File: src/rtl/pdw_pkg.sv
`timescale 1ns / 1ps
// ----------------------------------------------------------------------------
// pdw_pkg
// Types and constants shared by the deadline watchdog modules.
// ----------------------------------------------------------------------------
package pdw_pkg;

    localparam int SLOTS        = 4096;
    localparam int SLOT_W       = $clog2(SLOTS);
    localparam int SLOT_FIELD_W = 12;
    localparam int TIME_W       = 64;
    localparam int Q_DEPTH      = 4;
    localparam int Q_PTR_W      = $clog2(Q_DEPTH);
    localparam int Q_CNT_W      = $clog2(Q_DEPTH + 1);

    localparam logic KIND_SWITCH  = 1'b0;
    localparam logic KIND_INSTALL = 1'b1;

    typedef enum logic
    {
        OP_SWITCH,
        OP_INSTALL
    } pdw_op_t;

    typedef enum logic [1:0]
    {
        ST_CLEAR,
        ST_IDLE,
        ST_READ,
        ST_DECIDE
    } pdw_state_t;

    typedef struct packed
    {
        pdw_op_t                  op;
        logic [SLOT_W-1:0]        slot;
        logic [TIME_W-1:0]        now_time;
        logic [TIME_W-1:0]        signature;
        logic [TIME_W-1:0]        limit;
        logic                     enforce;
    } pdw_item_t;

    typedef struct packed
    {
        logic present;
        logic running;
        logic flagged;
        logic enforce;
    } pdw_ctl_t;

    typedef struct packed
    {
        logic [TIME_W-1:0] signature;
        logic [TIME_W-1:0] limit;
    } pdw_contract_t;

    typedef struct packed
    {
        logic [SLOT_FIELD_W-1:0] event_slot;
        logic [TIME_W-1:0]       event_signature;
        logic [TIME_W-1:0]       elapsed_time;
        logic [TIME_W-1:0]       limit_time;
        logic [TIME_W-1:0]       event_time;
        logic                    raise_signal;
        logic [TIME_W-1:0]       violation_total;
    } pdw_result_t;

    typedef struct packed
    {
        logic clearing;
    } pdw_back_stat_t;

endpackage

File: src/rtl/pdw_if.sv
`timescale 1ns / 1ps
// ----------------------------------------------------------------------------
// pdw_req_if / pdw_vio_if
// Valid/ready channels for scheduler requests and violation events.
// ----------------------------------------------------------------------------
interface pdw_req_if;
    logic                                valid;
    logic                                ready;
    logic                                kind;
    logic [pdw_pkg::SLOT_FIELD_W-1:0]    slot;
    logic [pdw_pkg::TIME_W-1:0]          now_time;
    logic [pdw_pkg::TIME_W-1:0]          new_signature;
    logic [pdw_pkg::TIME_W-1:0]          new_limit;
    logic                                new_enforce;

    modport source
    (
        output valid, kind, slot, now_time, new_signature, new_limit, new_enforce,
        input  ready
    );

    modport sink
    (
        input  valid, kind, slot, now_time, new_signature, new_limit, new_enforce,
        output ready
    );
endinterface


File: src/rtl/pdw_front.sv
`timescale 1ns / 1ps
// ----------------------------------------------------------------------------
// pdw_front
// Accepts requests, classifies them and queues them for the table engine.
// ----------------------------------------------------------------------------
module pdw_front
(
    input  logic                   clk,
    input  logic                   rst_n,
    pdw_req_if.sink                req,
    input  pdw_pkg::pdw_back_stat_t stat,
    input  logic                   q_pop,
    output logic                   q_valid,
    output pdw_pkg::pdw_item_t     q_item
);

    pdw_pkg::pdw_item_t            q_mem_reg [pdw_pkg::Q_DEPTH];
    logic [pdw_pkg::Q_PTR_W-1:0]   wr_ptr_reg;
    logic [pdw_pkg::Q_PTR_W-1:0]   wr_ptr_next;
    logic [pdw_pkg::Q_PTR_W-1:0]   rd_ptr_reg;
    logic [pdw_pkg::Q_PTR_W-1:0]   rd_ptr_next;
    logic [pdw_pkg::Q_CNT_W-1:0]   cnt_reg;
    logic [pdw_pkg::Q_CNT_W-1:0]   cnt_next;
    logic                          accept;
    logic                          in_range;
    logic                          push;
    logic                          pop;
    pdw_pkg::pdw_item_t            item_in;

    // Hold off requests while the table is being cleared or the queue is full.
    assign req.ready = !stat.clearing && (cnt_reg != pdw_pkg::Q_CNT_W'(pdw_pkg::Q_DEPTH));
    assign accept    = req.valid && req.ready;

    // Drop requests for slots beyond the table.
    assign in_range  = int'(req.slot) < pdw_pkg::SLOTS;
    assign push      = accept && in_range;
    assign pop       = q_pop && q_valid;

    always_comb
    begin
        item_in.op        = (req.kind == pdw_pkg::KIND_INSTALL) ? pdw_pkg::OP_INSTALL
                                                                 : pdw_pkg::OP_SWITCH;
        item_in.slot      = pdw_pkg::SLOT_W'(req.slot);
        item_in.now_time  = req.now_time;
        item_in.signature = req.new_signature;
        item_in.limit     = req.new_limit;
        item_in.enforce   = req.new_enforce;
    end

    always_comb
    begin
        wr_ptr_next = push ? wr_ptr_reg + pdw_pkg::Q_PTR_W'(1) : wr_ptr_reg;
        rd_ptr_next = pop ? rd_ptr_reg + pdw_pkg::Q_PTR_W'(1) : rd_ptr_reg;
        cnt_next    = cnt_reg + pdw_pkg::Q_CNT_W'(push) - pdw_pkg::Q_CNT_W'(pop);
    end

    always_ff @(posedge clk or negedge rst_n)
    begin
        if (!rst_n)
        begin
            wr_ptr_reg <= '0;
            rd_ptr_reg <= '0;
            cnt_reg    <= '0;
        end
        else
        begin
            wr_ptr_reg <= wr_ptr_next;
            rd_ptr_reg <= rd_ptr_next;
            cnt_reg    <= cnt_next;
        end
    end

    always_ff @(posedge clk)
    begin
        if (push)
        begin
            q_mem_reg[wr_ptr_reg] <= item_in;
        end
    end

    assign q_valid = (cnt_reg != '0);
    assign q_item  = q_mem_reg[rd_ptr_reg];

endmodule

File: src/flat_wrapper.sv
// flat-port wrapper written by rule: the top's interface ports become plain ports
module pdw_front_flat 
  (clk, rst_n, stat, q_pop, q_valid, q_item, req_valid, req_kind, req_slot, req_now_time, req_new_signature, req_new_limit, req_new_enforce, req_ready);
  pdw_req_if req_i ();
  input  logic clk;
  input  logic rst_n;
  input  pdw_pkg::pdw_back_stat_t stat;
  input  logic q_pop;
  output logic q_valid;
  output pdw_pkg::pdw_item_t q_item;
  input wire logic [$bits(req_i.valid)-1:0] req_valid;
  input wire logic [$bits(req_i.kind)-1:0] req_kind;
  input wire logic [$bits(req_i.slot)-1:0] req_slot;
  input wire logic [$bits(req_i.now_time)-1:0] req_now_time;
  input wire logic [$bits(req_i.new_signature)-1:0] req_new_signature;
  input wire logic [$bits(req_i.new_limit)-1:0] req_new_limit;
  input wire logic [$bits(req_i.new_enforce)-1:0] req_new_enforce;
  output wire logic [$bits(req_i.ready)-1:0] req_ready;
  assign req_i.valid = req_valid;
  assign req_i.kind = req_kind;
  assign req_i.slot = req_slot;
  assign req_i.now_time = req_now_time;
  assign req_i.new_signature = req_new_signature;
  assign req_i.new_limit = req_new_limit;
  assign req_i.new_enforce = req_new_enforce;
  assign req_ready = req_i.ready;
  pdw_front u_core (.clk(clk), .rst_n(rst_n), .req(req_i), .stat(stat), .q_pop(q_pop), .q_valid(q_valid), .q_item(q_item));
endmodule
File: config.mk
export PLATFORM = sky130hd
export DESIGN_NAME = pdw_front_flat
export DESIGN_NICKNAME = d
export VERILOG_FILES = /design/src/rtl/pdw_pkg.sv /design/src/rtl/pdw_if.sv /design/src/rtl/pdw_front.sv /design/src/flat_wrapper.sv
export SDC_FILE = /design/constraint.sdc
export NUM_CORES = 1
export LEC_CHECK = 0
export ABC_CLOCK_PERIOD_IN_PS = 6900
export BUFFER_PORTS_ARGS = -buffer_cell sky130_fd_sc_hd__buf_2
export CORE_MARGIN = 2
export CORE_UTILIZATION = 49
export CTS_BUF_LIST = sky130_fd_sc_hd__clkbuf_4 sky130_fd_sc_hd__clkbuf_8
export DETAILED_ROUTE_END_ITERATION = 7
export GPL_ROUTABILITY_DRIVEN = 0
export HOLD_SLACK_MARGIN = 0.03
export PLACE_DENSITY_LB_ADDON = 0.12
export SLEW_MARGIN = 5
export SYNTH_ARGS = -nofsm -noshare
export SYNTH_HDL_FRONTEND = slang
export SYNTH_SLANG_ARGS = --single-unit
File: constraint.sdc
create_clock -name clk -period 6.9 [get_ports clk]
set_clock_uncertainty 0.2 [all_clocks]
set_input_delay 0.69 -clock clk [delete_from_list [all_inputs] [get_ports clk]]
set_output_delay 0.69 -clock clk [all_outputs]
set_load 0.02 [all_outputs]
; Yosys cells after proc, flatten, opt, wreduce, memory -nomap -nowiden
; Memory sizes are Yosys's and may differ from the RTL's.
; Cells that the tools add are included.
[word_totals]
n_memories = 1
word_cells = 17
input_bits = 211
mem_bits_rw = 824
output_inout_bits = 208
regBits = 7
[op_classes]
n_mux = 3
reduce_logical = 5
add_sub_neg = 4
eq_ne = 1
[memory_table]
columns = name, words, width, read_ports, rd_clocked_by_memory_dff, write_ports, line_no
row1 = u_core.q_mem_reg, 4, 206, 1, 0, 1, pdw_front.sv:17  ; pdw_pkg::pdw_item_t q_mem_reg [pdw_pkg::Q_DEPTH];
[op_table]
columns = cell, count
row1 = adder 2 x 1 -> 2 bit (second input constant), 2
row2 = adder 3 x 1 -> 3 bit, 1
row3 = logical AND 1 bit, 3
row4 = 2-to-1 mux 1 bit, 3
row5 = != test 3 bit (second input constant), 1
row6 = nonzero test 3 bit, 1
row7 = subtractor 3 x 1 -> 3 bit, 1
row8 = logical NOT 1 bit, 1

; Longest topological paths before layout
[logic_depth]
ltp_word = 5
depth_mapped = 9
ltp_nobuf = 9

; Least setup slack after synthesis
; Ideal clock, no wire load.
[synth_path]
kind = in2reg
start = input stat
end = memory u_core.q_mem_reg[2][0] in the netlist's numbering (enable)
setup_ps = 592
t_required_ps = 6108
setup_slack_ps = 319
path_stages = 3
n_path_buf = 0
arrival_time_ps = 5789
path_cell_list = nand2b_1 a21oi_2 and2_1
[synth_between]
elab_chain_cells = 5
[synth_lines]
columns = item, line_no
row1 = from (decl), flat_wrapper.sv:7  ; input pdw_pkg::pdw_back_stat_t stat;
row2 = logical NOT 1 bit, pdw_front.sv:31  ; assign req.ready = !stat.clearing && (cnt_reg != pdw_pkg::Q_CNT_W'(pdw_pkg::Q_DEPTH));
row3 = logical AND 1 bit, pdw_front.sv:31
row4 = logical AND 1 bit, pdw_front.sv:32  ; assign accept = req.valid && req.ready;
row5 = named net u_core.accept, pdw_front.sv:24  ; logic accept;
row6 = 2-to-1 mux 1 bit, pdw_front.sv:75  ; if (push)
row7 = 2-to-1 mux 1 bit (not written as such), pdw_front.sv:77  ; q_mem_reg[wr_ptr_reg] <= item_in;
row8 = to (decl), pdw_front.sv:17
; The timed path passes the listed nets, and every way through them passes these cells.

==> out/metrics.yaml <==
fin_area_um2: 37900
cts-root-buf: "clkbuf_8"
dp_hpwl_um: 34400
grt_usage_pct: 19.2
ys_seq_elements: 831
start_util_pct: 49.7
cts_buffer_depth: 3
cp_cell_sequence: "buf_12 > mux4_2 > buf_2"
synthesis.area_um2: 30100
met2_usage_pct: 30.0
grtUsageMet1_pct: 25.6
drtPass1Iterations: 7
rr_worst_depth: 4
grt_pass1_vias: 15300
synthCells: 1113
drt_iter0_markers: 765
drt_wl_total_um: 60600
place_ws_ps: 3320
postCtsSetupBuffers: 0
largest_reg_flops: 824
coreArea_um2: 60600
grt_max_degree: 121
maxSlewViolCount: 0
globalRouteMet3Util_pct: 6.89
timing.final.crit_share_pct: 61.8
vias: 14500
setup_ws_ps: 2640
cp_slowest_cell: "dfrtp_4"
clock_latency_ps: 760
final_util_pct: 62.5
path_class: "reg2out"
wl_per_cell_um: 22.1
cts_tree: "built"
dieHeight_um: 252
rows: 90
p_leak_nw: 13.0
power_density_nw_per_um2: 396
vdd_drop_max_mv: 0.330
die_area_um2: 63500
synth.distinct_cells: 20
syn_area_per_cell_um2: 27.1
critPathMaxStageDelay_ps: 980
seq_area_frac_synth_pct: 82.7
cts_hold_buffers: 209
io_pins: 419
hold_viol_final: 0
numCtsBuffers: 138
finalSetupViolCount: 0
min_period_ps: 4260
maxCapViolCount: 0
final_layout_size_suffix_gt1_share_pct: 44.4
syn_nets: 1331
die-width_um: 252
gr-total-overflow: 0
antenna_found_initial: 9
cts-resized-gates: 0
drcViolationCount: 0
syn2layout_area_growth_pct: 25.8
grt_busiest_layer: "met2"
timing.fmax_mhz: 235
crit_path_end_kind: "primary output"
rsz0062_at_grt: "false"
crit_arrival_ps: 3370
path_clk_slew_ps: 60
cts.sinks: 831
via_per_inst: 5.29
port_buffers: 418
hold_class: "in2reg"
final_common_cell: "edfxtp_1"
finalSetupTns_ps: 0
htreeDepth: 4
ant_nets: 0
hold_path_depth: 4
ys.warnings.count: 0
slew_headroom_pct: 37.6
crit_required_ps: 6010
nets: 2065
status: "finished, final reports clean"
crit_fanout: 94
layout_common_cells: "edfxtp_1 (824), buf_2 (418), dlygate4sd3_1 (209)"
post_dp_cell_area_um2: 33100
tightest_slew_ps: 936
grt_pass1_wl_um: 90400
critPathLaunchType: "register"
==> logic make-up after synthesis <==
family	Yosys count	share of synthesized area, %
adder cells (fa/ha/maj)	7	0.316
XOR/XNOR	5	0.145
flip-flops	831	82.7
multiplexers	207	15.4
buffers and inverters	52	1.13
AO/OA/AOI/OAI	2	0.0457
AND/OR/NAND/NOR	9	0.174
==> critical path: cells and delay by family (launching register included) <==
kind,cells,cell delay [ps]
buffers and inverters,2,780
muxes,1,640
DFF,1,980
==> where the power goes <==
part	total [mW]	switching [mW]	internal (mW)	leakage [nW]
Sequential	6.38	0.235	6.15	7.55
Combinational	4.43	2.60	1.83	4.05
Clock	4.18	1.85	2.33	1.43
==> final cells by class <==
type / count / area [um^2]
clock buffer: 204 / 2430
timing repair buffer: 640 / 4370
multi-input combinational: 230 / 4870
inverter: 6 / 22.5
tap: 782 / 978
clock inverter: 42 / 288
sequential: 831 / 24900
fill: 4265 / 22700
antenna: 7 / 17.5
==> per-stage QoR <==
stage / hold WS, ps / power, mW / instances
4_1_cts: 55.1 / 15.2 / 2735
6_report: 147 / 15.0 / 2742
2_1_floorplan: 194 / 9.59 / 1113
5_1_grt: 108 / 15.7 / 2739
3_5_place_dp: 342 / 10.9 / 2280
3_3_place_gp: 336 / 10.9 / 2280
==> synthesized netlist by cell type <==
| library cell | n | area share [%] |
|---|---|---|
| xnor2_1 | 4 | 0.12 |
| buf_6 | 15 | 0.56 |
| or3_1 | 1 | 0.021 |
| nand3_1 | 1 | 0.017 |
| a21oi_2 | 1 | 0.029 |
| xor2_1 | 1 | 0.029 |
| mux4_2 | 206 | 15 |
| nand2b_1 | 1 | 0.021 |
| fa_1 | 1 | 0.066 |
| buf_2 | 24 | 0.40 |
| clkbuf_1 | 6 | 0.075 |
| buf_4 | 1 | 0.025 |
| ha_1 | 6 | 0.25 |
| and2_1 | 5 | 0.10 |
| dfrtp_1 | 7 | 0.58 |
| inv_1 | 6 | 0.075 |
| edfxtp_1 | 824 | 82 |
| nor2_1 | 1 | 0.012 |
| mux2_2 | 1 | 0.037 |
| a21oi_1 | 1 | 0.017 |
==> routing by layer <==
layer,vias to the layer above,wire [um]
met5,-,58
met4,8,1030
met3,95,4640
met2,458,29700
met1,7593,25200
li1,6362,-
==> final timing paths <==
kind	start	end	slack (ps)
worst max register to register	u_core.cnt_reg[1]	u_core.q_mem_reg[2][160]	3830
worst min register to register	u_core.cnt_reg[1]	u_core.cnt_reg[2]	370
worst min-delay path	req_valid	u_core.wr_ptr_reg[0]	150
min in group asynchronous	rst_n	u_core.cnt_reg[0]	710
worst max-delay path	u_core.rd_ptr_reg[0]	q_item[145]	2640
max in group asynchronous	rst_n	u_core.rd_ptr_reg[1]	5480
No activity file was read; power rests on OpenSTA's default activity.
